===== src/rtl/blm_pkg.sv =====
// Shared types, constants and saturation helpers for the Brent line minimizer.
// No dependencies; imported by every module of the block.
package blm_pkg;

  localparam logic signed [63:0] MAX48 = 64'sd140737488355327;
  localparam logic signed [63:0] MIN48 = -64'sd140737488355328;
  localparam logic signed [63:0] LIM62 = 64'sd2305843009213693951;
  // (3 - sqrt(5)) / 2 in Q0.32
  localparam logic signed [63:0] GOLDEN_Q32 = 64'sd1640531527;

  localparam logic [1:0] STAT_RUN   = 2'd0;
  localparam logic [1:0] STAT_CONV  = 2'd1;
  localparam logic [1:0] STAT_LIMIT = 2'd2;

  localparam logic [1:0] REG_LEFT  = 2'd0;
  localparam logic [1:0] REG_RIGHT = 2'd1;
  localparam logic [1:0] REG_RTOL  = 2'd2;

  function automatic logic signed [63:0] abs64(input logic signed [63:0] v);
    return v[63] ? -v : v;
  endfunction

  function automatic logic [63:0] mag64(input logic signed [63:0] v);
    return v[63] ? 64'(-v) : 64'(v);
  endfunction

  function automatic logic signed [47:0] sat48(input logic signed [63:0] v);
    logic signed [63:0] r;
    r = (v > MAX48) ? MAX48 : ((v < MIN48) ? MIN48 : v);
    return r[47:0];
  endfunction

  function automatic logic signed [63:0] sat62(input logic signed [63:0] v);
    return (v > LIM62) ? LIM62 : ((v < -LIM62) ? -LIM62 : v);
  endfunction

endpackage


===== src/rtl/blm_mul.sv =====
// Shared multiplier: (a*b) >> sh, truncated toward zero, saturated to +-(2^61-1).
// One 32x32 partial product per cycle. Uses blm_pkg.
module blm_mul (
  input  logic               clk_i,
  input  logic               rst_ni,
  input  logic               start_i,
  input  logic signed [63:0] a_i,
  input  logic signed [63:0] b_i,
  input  logic        [6:0]  sh_i,
  output logic               done_o,
  output logic signed [63:0] res_o
);
  import blm_pkg::*;

  logic [63:0]  ua_q, ub_q, prod_q;
  logic [127:0] acc_q, shifted;
  logic         neg_q, busy_q, done_q, sat;
  logic [6:0]   sh_q, off;
  logic [2:0]   cnt_q, pidx;
  logic [31:0]  pa, pb;
  logic [63:0]  mag_r;
  logic signed [63:0] res_q;

  assign pa      = cnt_q[0] ? ua_q[63:32] : ua_q[31:0];
  assign pb      = cnt_q[1] ? ub_q[63:32] : ub_q[31:0];
  assign pidx    = cnt_q - 3'd1;
  assign off     = 7'(({1'b0, pidx[0]} + {1'b0, pidx[1]})) << 5;
  assign shifted = acc_q >> sh_q;
  assign sat     = |shifted[127:61];
  assign mag_r   = sat ? 64'(LIM62) : {3'b0, shifted[60:0]};

  always_ff @(posedge clk_i or negedge rst_ni) begin
    if (!rst_ni) begin
      busy_q <= 1'b0;
      done_q <= 1'b0;
      cnt_q  <= '0;
    end else begin
      done_q <= 1'b0;
      if (start_i) begin
        ua_q   <= mag64(a_i);
        ub_q   <= mag64(b_i);
        neg_q  <= a_i[63] ^ b_i[63];
        sh_q   <= sh_i;
        acc_q  <= '0;
        cnt_q  <= '0;
        busy_q <= 1'b1;
      end else if (busy_q) begin
        if (cnt_q < 3'd4) prod_q <= pa * pb;
        if (cnt_q != 3'd0 && cnt_q < 3'd5) acc_q <= acc_q + (128'(prod_q) << off);
        if (cnt_q == 3'd5) begin
          res_q  <= neg_q ? -$signed(mag_r) : $signed(mag_r);
          done_q <= 1'b1;
          busy_q <= 1'b0;
        end
        cnt_q <= cnt_q + 3'd1;
      end
    end
  end

  assign done_o = done_q;
  assign res_o  = res_q;
endmodule


===== config.mk =====
export PLATFORM = sky130hd
export DESIGN_NAME = blm_mul
export DESIGN_NICKNAME = d
export VERILOG_FILES = /design/src/rtl/blm_pkg.sv /design/src/rtl/blm_mul.sv
export SDC_FILE = /design/constraint.sdc
export NUM_CORES = 2
export LEC_CHECK = 0
export CORE_AREA = 2 2 404 406
export DETAILED_ROUTE_END_ITERATION = 16
export DIE_AREA = 0 0 406 408
export DONT_BUFFER_PORTS = 1
export PLACE_DENSITY_LB_ADDON = 0.12
export SETUP_SLACK_MARGIN = 0.02
export SKIP_LAST_GASP = 1
export SLEW_MARGIN = 20
export SYNTH_ARGS = -nofsm -noshare
export SYNTH_HDL_FRONTEND = slang
export SYNTH_SLANG_ARGS = --single-unit

===== constraint.sdc =====
create_clock -name clk_i -period 14.1 [get_ports clk_i]
set_input_delay 1.41 -clock clk_i [delete_from_list [all_inputs] [get_ports clk_i]]
set_output_delay 1.41 -clock clk_i [all_outputs]
set_load 0.02 [all_outputs]

==> summary.md <==
| Metric | Value |
|---|---|
| Die height | a little over 400 um |
| Most frequent cells in the layout | nand2_1, inv_1, nor2_1 |
| Gr usage total | 34.6% |
| Via total after detailed routing | 60020 |
| Type of the most critical hold path | in -> async |
| Inserted Clock Buffers | between 50 and 60 |
| # port buffers | 0 |
| MaxCap Viol Count | 0 |
| Required @ worst endpoint | between 10000 and 15000 ps |
| Kind of critical path | reg -> reg |
| Final period util | between 80% and 90% |
| Commonest non-fill, non-tap cell in the layout | nand2_1 |
| Synth Cell Area | between 70000 and 80000 um2 |
| Core area | between 150000 and 200000 um2 |
| Setup Fix Bufs, Post-CTS | 0 |
| Congestion Overflow GR | 0 |
| DR vias/cell | slightly above 6 |
| Post-Route Setup TNS | 0 ps |
| Largest net degree at the start of global routing | around 140 |
| Mean area per synthesized cell | approximately 9.1 um2 |
| CTS tree | done |
| I/O pin count | around 200 |
| Syn nets | 9333 |
| Antenna violations before repair | 5 |
| Kind of end point of the critical path | register |
| Post-CTS sizing | 0 |
| Clock skew | 46.5 ps |
| Status | complete, no violations |
| Yosys top cell area share | around 25% |
| Critical Path Max Stage Delay | 840 ps |
| Post-DP HPWL | about 230000 um |
| Vias in the first global route | 61386 |
| Asr flop ratio synth | approximately 1.3% |
| First-pass GRT wire length | around 420000 um |
| Setup WS pre-CTS | between 2000 and 3000 ps |
| Final setup vio count | 0 |
| Iteration count of the initial detailed-routing pass | 8 |
| Final Critical Period | ~11000 ps |
| Gpl congestion | about 1 |
| Cells after Synth | slightly below 8000 |
| CTS root buf | clkbuf_16 |
| Routed wire per std cell | 29.1 um |
| # hold bufs at CTS | 0 |
| Slowest stage cell, crit path | dfrtp_4 |
| Htree depth | 2 |
| Flops & latches, synth | 397 |
| Synth cell types | ~100 |
| Antenna viol nets, final | 0 |
| Chip width | approximately 410 um |
| Ys Warns | 0 |
| Slew Limit Fails | 0 |
| Largest cells by area after synthesis | fa_1, edfxtp_1, mux4_2 |
| Final WL | approximately 290000 um |
| Max Buffers Root-to-Sink | 3 |
| Synth area leader | fa_1 |
| Synth Flop Type | edfxtp_1 |
| Type of origin of the critical path | register |
| Synthesis-to-layout area growth | 5.37% |
| # rows | 148 |
| WP data arrival | roughly 12000 ps |
| Fin nets | 9046 |
| CTS clock-pin slew for the worst setup and hold paths | 80 ps |
| Top delay family on crit path | adder cells |
| Final worst setup slack | ~2600 ps |
| Actual slew at the worst max-slew pin | between 1000 and 1500 ps |
| Crit-path max FO | 35 |
| Final Hold Viols | 0 |
| 1st-iter DRT viols | 5342 |
| Latest clock arrival within the worst-skew pair | 720 ps |
| Die area | approximately 170000 um2 |
| Initial Util | 44.5% |
| Bufs and invs on worst path | 6 |
| Number of flops mapped to enable cells by yosys | around 400 |
| Clk sinks | between 300 and 400 |
| Sequential-to-total area share from yosys stat | 16.5% |
| Cell mode on critical path | fa_1 |
| Relative slew slack | 20.7% |
| DRC violations left | 0 |
| RSZ-0062 raised after global routing | false |
| Layout cell share with drive strength beyond 1 | a little under a tenth |
| Fmax | around 0.087 GHz |
==> worst reg2reg max path, delay by kind of cell, from the launching register on <==
family          cells  cell delay, ps
mux                 1             270
compound gates      9            3540
fa+ha+maj           9            4400
buf+inv             6            1240
flops               1             840
simple gates        3             840
xor+xnor            1              80
==> Yosys cell counts, types with 17 or more instances <==
master,n
ha_1,397
buf_2,49
xnor2_1,250
buf_1,41
buf_4,24
o22ai_1,77
mux2i_1,217
a211oi_1,47
mux2_2,130
a21o_1,102
a22oi_1,29
nor2_1,917
o31ai_1,56
or2_2,17
nand4_1,63
nand3_1,85
a21oi_1,406
fa_1,897
nor3_1,62
a31oi_1,41
or4_1,28
nand2b_1,64
o21ai_0,239
o21bai_1,46
xor2_1,74
nand2_1,1028
and3_1,24
edfxtp_1,392
nor2b_1,76
or3_1,39
o41ai_1,24
a221oi_1,18
o21a_1,30
nor4_1,23
clkbuf_1,352
mux4_2,241
o211ai_1,30
inv_1,927
and2_1,62
==> cell families after synthesis <==
| group | after synthesis | synth area share [%] |
|---|---|---|
| compound gates | 1312 | 11.6 |
| flops | 397 | 16.5 |
| xor+xnor | 324 | 3.94 |
| fa+ha+maj | 1294 | 31.8 |
| mux | 602 | 12.8 |
| simple gates | 2563 | 15.6 |
| buf+inv | 1409 | 7.65 |
==> sequential cells by signal, summed over array words and instances (netlist names) <==
signal and count:
acc_q 128, done_o 1, neg_q 1, ub_q 64, busy_q 1, res_o 64, ua_q 64, prod_q 64
sh_q 7, cnt_q 3
==> routing by layer <==
layer	vias up	part of all wire [%]	GRT usage (%)	wire (um)
met5	-	0.0066	0	19
met4	2	7.9	22.6	22500
met3	715	7.2	5.01	20700
met2	2798	47	56.4	134000
met1	30232	38	42.7	109000
li1	26273	-	-	-
==> per-stage QoR <==
| stage | std cells | area (um2) | util [%] | hold slack (ps) |
|---|---|---|---|---|
| floorplan | 7901 | 72000 | - | 559 |
| global placement | 9735 | 74200 | 45.9 | 696 |
| detailed placement | 9735 | 74200 | 45.9 | 709 |
| CTS | 9831 | 75900 | 46.9 | 378 |
| global route | 9831 | 75900 | 46.9 | 427 |
| finish | 9832 | 75900 | 46.9 | 462 |
==> cell type report <==
type,count,area (um2)
inverter,934,3510
sequential,397,11900
clock inverter,38,379
tap,2175,2720
multi-input combinational,6095,55000
fill,15643,85800
clock buffer,58,1320
antenna,1,2.50
timing repair buffer,134,1020
==> worst paths after layout <==
path / startpoint / end / slack, ps / cells past startpoint
hold reg to reg: acc_q[49] / acc_q[49] / 720 / 2
hold / removal: rst_ni / done_o / 460 / 0
setup reg to reg: cnt_q[0] / prod_q[60] / 2630 / 29
min in group clk_i: acc_q[49] / acc_q[49] / 720 / 2
max in group asynchronous: rst_ni / cnt_q[1] / 13150 / 0
setup / recovery: cnt_q[0] / prod_q[60] / 2630 / 29
Power is not shown: default switching activity piles up to over one toggle a cycle in this logic, so the estimate is an artifact.
