`config.mk`:
```
export PLATFORM = sky130hd
export DESIGN_NAME = blm_div
export DESIGN_NICKNAME = d
export VERILOG_FILES = /design/src/rtl/blm_pkg.sv /design/src/rtl/blm_div.sv
export SDC_FILE = /design/constraint.sdc
export NUM_CORES = 1
export LEC_CHECK = 0
export ABC_AREA = 0
export BUFFER_PORTS_ARGS = -buffer_cell sky130_fd_sc_hd__buf_4
export CORE_MARGIN = 5
export CORE_UTILIZATION = 55
export DETAILED_ROUTE_END_ITERATION = 8
export GPL_TIMING_DRIVEN = 1
export PLACE_DENSITY = 0.78
export SLEW_MARGIN = 15
export SYNTH_ARGS = -nofsm -noshare
export SYNTH_HDL_FRONTEND = slang
export SYNTH_SLANG_ARGS = --single-unit
```
`constraint.sdc`:
```
create_clock -name clk_i -period 4.7 [get_ports clk_i]
set_clock_uncertainty 0.05 [all_clocks]
set_input_delay 1.175 -clock clk_i [delete_from_list [all_inputs] [get_ports clk_i]]
set_output_delay 1.175 -clock clk_i [all_outputs]
set_load 0.05 [all_outputs]
```
`src/rtl/blm_pkg.sv`:
```
// Shared types, constants and saturation helpers for the Brent line minimizer.
// No dependencies; imported by every module of the block.
package blm_pkg;

  localparam logic signed [63:0] MAX48 = 64'sd140737488355327;
  localparam logic signed [63:0] MIN48 = -64'sd140737488355328;
  localparam logic signed [63:0] LIM62 = 64'sd2305843009213693951;
  // (3 - sqrt(5)) / 2 in Q0.32
  localparam logic signed [63:0] GOLDEN_Q32 = 64'sd1640531527;

  localparam logic [1:0] STAT_RUN   = 2'd0;
  localparam logic [1:0] STAT_CONV  = 2'd1;
  localparam logic [1:0] STAT_LIMIT = 2'd2;

  localparam logic [1:0] REG_LEFT  = 2'd0;
  localparam logic [1:0] REG_RIGHT = 2'd1;
  localparam logic [1:0] REG_RTOL  = 2'd2;

  function automatic logic signed [63:0] abs64(input logic signed [63:0] v);
    return v[63] ? -v : v;
  endfunction

  function automatic logic [63:0] mag64(input logic signed [63:0] v);
    return v[63] ? 64'(-v) : 64'(v);
  endfunction

  function automatic logic signed [47:0] sat48(input logic signed [63:0] v);
    logic signed [63:0] r;
    r = (v > MAX48) ? MAX48 : ((v < MIN48) ? MIN48 : v);
    return r[47:0];
  endfunction

  function automatic logic signed [63:0] sat62(input logic signed [63:0] v);
    return (v > LIM62) ? LIM62 : ((v < -LIM62) ? -LIM62 : v);
  endfunction

endpackage

```
`src/rtl/blm_div.sv`:
```
// Restoring divider: (p << FRACTION_BITS) / q, truncated toward zero, saturated.
// One quotient bit per cycle, 128 steps. Uses blm_pkg.
module blm_div #(
  parameter int FRACTION_BITS = 24
) (
  input  logic               clk_i,
  input  logic               rst_ni,
  input  logic               start_i,
  input  logic signed [63:0] p_i,
  input  logic signed [63:0] q_i,
  output logic               done_o,
  output logic signed [63:0] quo_o
);
  import blm_pkg::*;

  logic [127:0] num_q;
  logic [64:0]  rem_q, rem2;
  logic [63:0]  den_q;
  logic [60:0]  quo_q;
  logic [6:0]   idx_q;
  logic         neg_q, over_q, zero_q, busy_q, done_q, fire;

  assign rem2 = {rem_q[63:0], num_q[127]};
  assign fire = rem2 >= {1'b0, den_q};

  always_ff @(posedge clk_i or negedge rst_ni) begin
    if (!rst_ni) begin
      busy_q <= 1'b0;
      done_q <= 1'b0;
    end else begin
      done_q <= 1'b0;
      if (start_i) begin
        num_q  <= 128'(mag64(p_i)) << FRACTION_BITS;
        den_q  <= 64'(q_i);
        zero_q <= (q_i <= 64'sd0);
        neg_q  <= p_i[63];
        rem_q  <= '0;
        quo_q  <= '0;
        over_q <= 1'b0;
        idx_q  <= 7'd127;
        busy_q <= 1'b1;
      end else if (busy_q) begin
        num_q <= num_q << 1;
        rem_q <= fire ? rem2 - {1'b0, den_q} : rem2;
        if (idx_q >= 7'd61) begin
          if (fire) over_q <= 1'b1;
        end else begin
          quo_q <= {quo_q[59:0], fire};
        end
        if (idx_q == 7'd0) begin
          busy_q <= 1'b0;
          done_q <= 1'b1;
        end
        idx_q <= idx_q - 7'd1;
      end
    end
  end

  // result is read on the done pulse, after the last step settled quo_q
  assign done_o = done_q;
  assign quo_o  = zero_q ? 64'sd0 :
                  (neg_q ? -(over_q ? LIM62 : $signed({3'b0, quo_q}))
                         :  (over_q ? LIM62 : $signed({3'b0, quo_q})));
endmodule

```
==> results.toml, run 1 <==
[floorplan]
placementRows = 72
die_y_um = 207
dieArea_um2 = 43000
initial_core_util_pct = 55.5
die_x_um = 207
core_area_um2 = 38600
ios = 196

[final_layout]
drive_gt1_share_pct = 16.5
area_growth_pct = 18.0
layout.nets = 2635
layout_commonest_cell = "edfxtp_1"
layout_common_cells = "edfxtp_1 (327), nand2_1 (301), nor2_1 (258)"
finalInstanceArea_um2 = 25300
fillers = 3084
ff_latch_area_um2 = 9870
fin_cells = 2979
multi_input_area_um2 = 10900
antenna_cells = 0

[logic_synthesis]
ys_seq_elements = 329
synth_xor_area_share_pct = 6.58
async_flop_share_pct = 0.608
yosys_warnings = 0
synth-seq-area-share_pct = 46.1
synth_simple_gate_area_share_pct = 17.9
synth-edff-count = 327
syn_area_um2 = 21400
synth_flop_cell = "edfxtp_1"
syn_avg_cell_area_um2 = 9.47
synth_compound_area_share_pct = 17.7
synth_top_family_by_area = "simple AND/OR/NAND/NOR gates"
synth.area.mux_share_pct = 3.41
ys_types = 78
synth_fp_nets = 2465
synthAdderAreaFrac_pct = 4.12
netlist_instances = 2264

[setup_path]
reg2reg_to = "rem_q[56]"
cp-endpoint = "quo_o[56]"
crit_path_start = "over_q"
arrival_ns = 4.06
rr_worst_depth = 12
cp-end-kind = "primary output"
path_max_fanout = 5
required_ns = 3.47
critPathKind = "flop to primary output"
cp-start-kind = "flop"
r2r_slack_ns = 0.27
r2r_start = "den_q[0]"

[power_and_ir_drop]
power_leakage_nw = 10.3
ir_drop_uv = 290
power_density_nw_per_um2 = 367
p_total_mw = 9.29

[timing]
fmax_mhz = 189
relSlewSlack_pct = 25.4
worstMarginPinSlew_ns = 1.12
setup_ws_ns = -0.583
slew_viol_final = 0
min_period_over_period_pct = 112
timing.setup.tns_ns = -5.55
hold_ws_ns = 0.482
setup_viol = 21
finalHoldViolCount = 0
grt_setup_unrepaired = "true"
finalWorstPathRequiredPeriod_ns = 5.28

[route]
wl_per_cell_um = 18.6
postRouteAntennaNets = 0
firstDrtPassIters = 6
wirelength_um = 55300
drc = 0
drt-vias-per-instance = 6.08
num_vias = 18101
drt-initial-drc-count = 1808

[clock_tree]
cts_sinks = 329
holdBufCountCts = 0
cts_max_level = 2
clk_pin_slew_worst_paths_ns = 0.06
cts_buffers = 37
clockBufferDepth = 3
clkLatencyLatePin_ns = 0.57
clockRootBuffer = "clkbuf_16"
cts_tree = "yes"

[global_routing]
grt_antenna_before_repair = 0
gr-total-overflow = 0
first_global_vias = 17072
grt_use_total_pct = 24.4
grt_pass1_wl_um = 88300
grt_max_degree = 115

[placement]
post_dp_cell_area_um2 = 23600
gp_congestion = 0.958
portBuffers = 195
place_inst = 2892
dpl.hpwl_um = 38400

[outcome]
status = "finished with violations"
failed_checks = "negative setup slack"

[flow_run]
max_cap_viol_count = 0

[hold_path]
hp-start = "num_q[85]"
hold_path_class = "flop to flop"
## cells by family after synthesis
| logic type | Yosys count |
|---|---|
| simple gates | 834 |
| buf+inv | 237 |
| xor+xnor | 161 |
| fa+ha+maj | 70 |
| compound gates | 560 |
| flops | 329 |
| mux | 73 |
## layer usage
| metal | track usage, % | share of wire, % | up-vias |
|---|---|---|---|
| li1 | - | - | 8654 |
| met1 | 34.3 | 44 | 8657 |
| met2 | 39.1 | 47 | 663 |
| met3 | 3.79 | 6.5 | 127 |
| met4 | 7.80 | 3.1 | 0 |
| met5 | 0 | 0 | - |
## Yosys cell counts (4+ instances only)
cell type,count,area [um2]
o31a_1,5,43.8
xor2_1,25,219
nand3_1,37,185
a22o_1,66,578
a211oi_1,16,120
a21o_1,41,308
or3_1,30,188
a221o_1,4,40.0
xnor2_1,136,1190
a311oi_1,38,333
o21ai_0,108,541
and2_1,9,56.3
a32oi_1,10,87.6
buf_1,11,41.3
a31oi_1,17,106
inv_1,93,349
clkbuf_1,116,435
or4_1,12,90.1
o21bai_1,12,90.1
nor2_1,266,998
or2_2,4,25.0
o211ai_1,4,30.0
o41ai_1,14,123
o31ai_1,29,218
o22ai_1,4,25.0
and4_1,5,43.8
nand2b_1,19,119
mux2i_1,73,731
o21a_1,6,45.0
ha_1,69,863
nand4_1,32,200
a221oi_1,7,61.3
and3_1,11,68.8
nand2_1,304,1140
nor3_1,33,165
or4_4,7,78.8
a21oi_1,148,741
edfxtp_1,327,9820
nor4_1,29,181
buf_2,14,70.1
nor2b_1,17,106
## power breakdown
part | switching [mW] | total (mW) | internal (mW)
Combinational | 1.57 | 2.62 | 1.05
Clock | 1.25 | 2.94 | 1.69
Sequential | 0.176 | 3.73 | 3.56
Total | 3.00 | 9.29 | 6.29
## critical path, stage by stage (launching register included)
cell and delay [ns]:
edfxtp_1 0.47, nor2_2 0.16, nand2_1 0.08, or4_1 0.44, or2_4 0.28, or4_4 0.53, or3_1 0.39, or4_4 0.50
nor3_4 0.14, o21ai_2 0.09, a31oi_4 0.21, buf_6 0.18
## metrics by stage
step / utilization [%] / setup slack, ns
6_report: 65.4 / -0.583
3_3_place_gp: 61.1 / 0.0105
4_1_cts: 65.2 / -0.534
2_1_floorplan: - / -0.188
5_1_grt: 65.4 / -0.753
3_5_place_dp: 61.1 / -0.0319
## area by class of cell
| cell class | count | share of cell area, % |
|---|---|---|
| Timing Repair Buffer | 274 | 8.89 |
| Multi-Input combinational cell | 1698 | 43.3 |
| Inverter | 94 | 1.39 |
| Tap cell | 518 | 2.56 |
| Sequential cell | 329 | 39.0 |
| Clock inverter | 24 | 1.11 |
| Clock buffer | 42 | 3.73 |
## what timing repair did
action                                  in CTS  in global routing
endpoints found under the setup margin      24                 31
pin swaps                                   16                  1
gates resized for setup                     51                 19
setup buffers                               21                  2
## flip-flops by register name (all words and copies together) (netlist names)
signal,flops
over_q,1
num_q,128
idx_q,7
zero_q,1
quo_q,61
rem_q,64
neg_q,1
busy_q,1
done_o,1
den_q,64
## worst min path at each step
stage | cells past startpoint | endpoint
floorplan | 2 | num_q[87]
CTS | 1 | num_q[86]
finish | 1 | num_q[86]
global route | 1 | num_q[86]
global placement | 1 | num_q[86]
detailed placement | 1 | num_q[86]
(Power assumes the default switching activity.)
==> run 2, diff against run 1 <==
--- a/config.mk
+++ b/config.mk
@@ -10,8 +10,8 @@
 export CORE_MARGIN = 5
 export CORE_UTILIZATION = 55
 export DETAILED_ROUTE_END_ITERATION = 8
-export GPL_TIMING_DRIVEN = 1
-export PLACE_DENSITY = 0.78
+export GPL_TIMING_DRIVEN = 0
+export PLACE_DENSITY = 0.89
 export SLEW_MARGIN = 15
 export SYNTH_ARGS = -nofsm -noshare
 export SYNTH_HDL_FRONTEND = slang
==> run 2 against run 1 <==
Compared with the run above:
- the flow still finishes with violations (negative setup slack)
- flip-flop and latch count unchanged
- core utilization up 1.1 points
- sequential share of layout area down 0.68 points
- via count up 7.0%
- count of clock-buffer cells in the layout up 3
- clock power down 7.8%
- combinational power up 3%
- wire length up 13%
- die area unchanged
- global-route usage up 2.9 points
- critical path depth up 3
- critical path type unchanged
- largest cell class unchanged
- largest power group unchanged
==> results.toml, run 2 (same netlist as run 1, synthesis figures left out) <==
[setup_path]
path_depth = 14
cp-start-kind = "flop"
crit_path_start = "over_q"
crit_slowest_cell = "or4_4"
cp_top_family = "simple AND/OR/NAND/NOR gates"
path_max_fanout = 5
arrival_ns = 4.42
crit_chain = "clkbuf_8, clkbuf_16, nor2_4, ha_4, nand2_2, and4bb_2, nand4_1, or4_4, or3_4, or4_4, nor3_4, o21ai_2, a31oi_4, buf_6"
r2r_start = "rem_q[17]"
reg2reg_to = "rem_q[47]"
critPathKind = "flop to primary output"
required_ns = 3.47
cp-endpoint = "quo_o[56]"
crit_top_cell = "or4_4"
cp-end-kind = "primary output"
rr_worst_depth = 15
path_buf_inv = 3
critical-path-max-stage-delay_ns = 0.62
r2r_slack_ns = 0.22

[route]
met3_length_um = 6130
firstDrtPassIters = 6
postRouteAntennaNets = 0
drt-vias-per-instance = 6.29
drc = 0
routed-wl-met2_um = 29000
routedLengthMet1_um = 24800
drt-initial-drc-count = 2100
top_layer_used = "met5"
num_vias = 19374
wirelength_um = 62700
wl_per_cell_um = 20.4

[global_routing]
first_global_vias = 18363
grt_antenna_before_repair = 1
grt_max_degree = 114
grt_use_total_pct = 27.3
gr-total-overflow = 0
grt_pass1_wl_um = 97400

[final_layout]
layout_commonest_cell = "edfxtp_1"
drive_gt1_share_pct = 15.9
reg_top3 = "num_q: 128 flops, den_q: 64 flops, rem_q: 64 flops"
largest_register = "num_q"
fillers = 2857
layout_common_cells = "edfxtp_1 (327), nand2_1 (295), nor2_1 (254)"
largest_reg_flops = 128
layout.nets = 2739
area_growth_pct = 20.1
antenna_cells = 0

[timing]
finalWorstPathRequiredPeriod_ns = 5.65
finalHoldViolCount = 0
grt_setup_unrepaired = "true"
timing.setup.tns_ns = -10.76
worstMarginPinSlew_ns = 1.04
hold_ws_ns = 0.492
slew_viol_final = 0
min_period_over_period_pct = 120
setup_ws_ns = -0.950
relSlewSlack_pct = 30.1
fmax_mhz = 177
setup_viol = 27

[power_and_ir_drop]
pwr-share-comb_pct = 29.4
p_clk_share_pct = 29.6
switching_power_mw = 3.02
power_frac_seq_pct = 41.0
p_int_mw = 6.15
ir_drop_uv = 318
p_sw_share_pct = 32.9
power_leakage_nw = 10.3
power_density_nw_per_um2 = 356
p_total_mw = 9.17

[clock_tree]
cts_tree = "yes"
clk_pin_slew_worst_paths_ns = 0.06
cts_max_level = 2
cts_buffers = 36
clkLatencyLatePin_ns = 0.53
cts_sinks = 329
clockBufferDepth = 3
clockRootBuffer = "clkbuf_16"
holdBufCountCts = 0

[floorplan]
die_y_um = 207
placementRows = 72
die_x_um = 207
ios = 196
core_area_um2 = 38600
dieArea_um2 = 43000
initial_core_util_pct = 55.5

[placement]
portBuffers = 194
gp_congestion = 0.984
dpl.hpwl_um = 44700

[hold_path]
hold_path_class = "flop to flop"

[outcome]
status = "finished with violations"
failed_checks = "negative setup slack"

[flow_run]
max_cap_viol_count = 0
==> run 2: cell count changes in the layout (fill, tap and decap cells not counted), moves of 6 or more <==
cell,delta
buf_2,+14
buf_6,+9
buf_1,+11
xnor2_1,-7
nand2_1,-6
clkbuf_1,+111
buf_4,-41
xnor2_2,+7
==> run 2: power groups by stage <==
stage	Clock, mW	Combinational (mW)	Sequential (mW)
6_report	2.71	2.70	3.76
5_1_grt	2.86	2.92	3.78
4_1_cts	2.74	2.61	3.74
3_5_place_dp	0	2.54	3.80
3_3_place_gp	0	2.46	3.79
2_1_floorplan	0	1.83	3.73
==> run 2: layout make-up <==
type | instances | area [um2] | share of cell area (%)
clock inverter | 16 | 145 | 0.564
tap | 518 | 648 | 2.52
sequential | 329 | 9870 | 38.3
buffer | 142 | 599 | 2.33
clock buffer | 45 | 956 | 3.71
multi-input combinational | 1698 | 11200 | 43.5
inverter | 94 | 353 | 1.37
timing repair buffer | 237 | 1980 | 7.69
==> run 2: timing repair <==
item | 4_1_cts | 5_1_grt
pin swaps | 18 | 30
endpoints found under the hold margin | 0 | 0
setup endpoints to repair | 71 | 80
resized for setup | 70 | 67
setup buffers | 26 | 16
==> run 2: how the worst min path moves through the flow <==
stage                     startpoint         to  slack (ns)  depth (start not counted)
after CTS                  num_q[46]  num_q[47]        0.50                          1
after detailed placement   num_q[69]  num_q[70]        0.48                          1
after global routing       num_q[61]  num_q[62]        0.51                          1
final                      num_q[69]  num_q[70]        0.49                          1
after global placement     num_q[69]  num_q[70]        0.48                          1
after floorplan            num_q[86]  num_q[87]        0.44                          2
==> run 2: metal layers <==
metal / GRT usage, % / vias up
met1: 37.1 / 9166
met3: 4.93 / 201
met5: 0 / -
met4: 10.5 / 2
met2: 43.9 / 1141
li1: - / 8864
==> run 2: worst reg2reg max path: cells and delay by family, from the launching register on <==
family,cells,cell delay [ns]
AOI/OAI and AO/OA,8,1.90
buffers and inverters,4,1.22
DFF,1,0.41
and+or+nand+nor,2,0.39
adders and majority gates,1,0.31
==> run 2: metrics by stage <==
step	cells	setup WS (ns)	utilization, %	cell area (um2)
6_report	3079	-0.950	66.6	25700
5_1_grt	3079	-0.965	66.6	25700
4_1_cts	3066	-0.922	65.6	25400
3_5_place_dp	2980	-0.741	61.5	23800
3_3_place_gp	2976	-1.32	61.2	23600
2_1_floorplan	2264	-0.188	-	21500
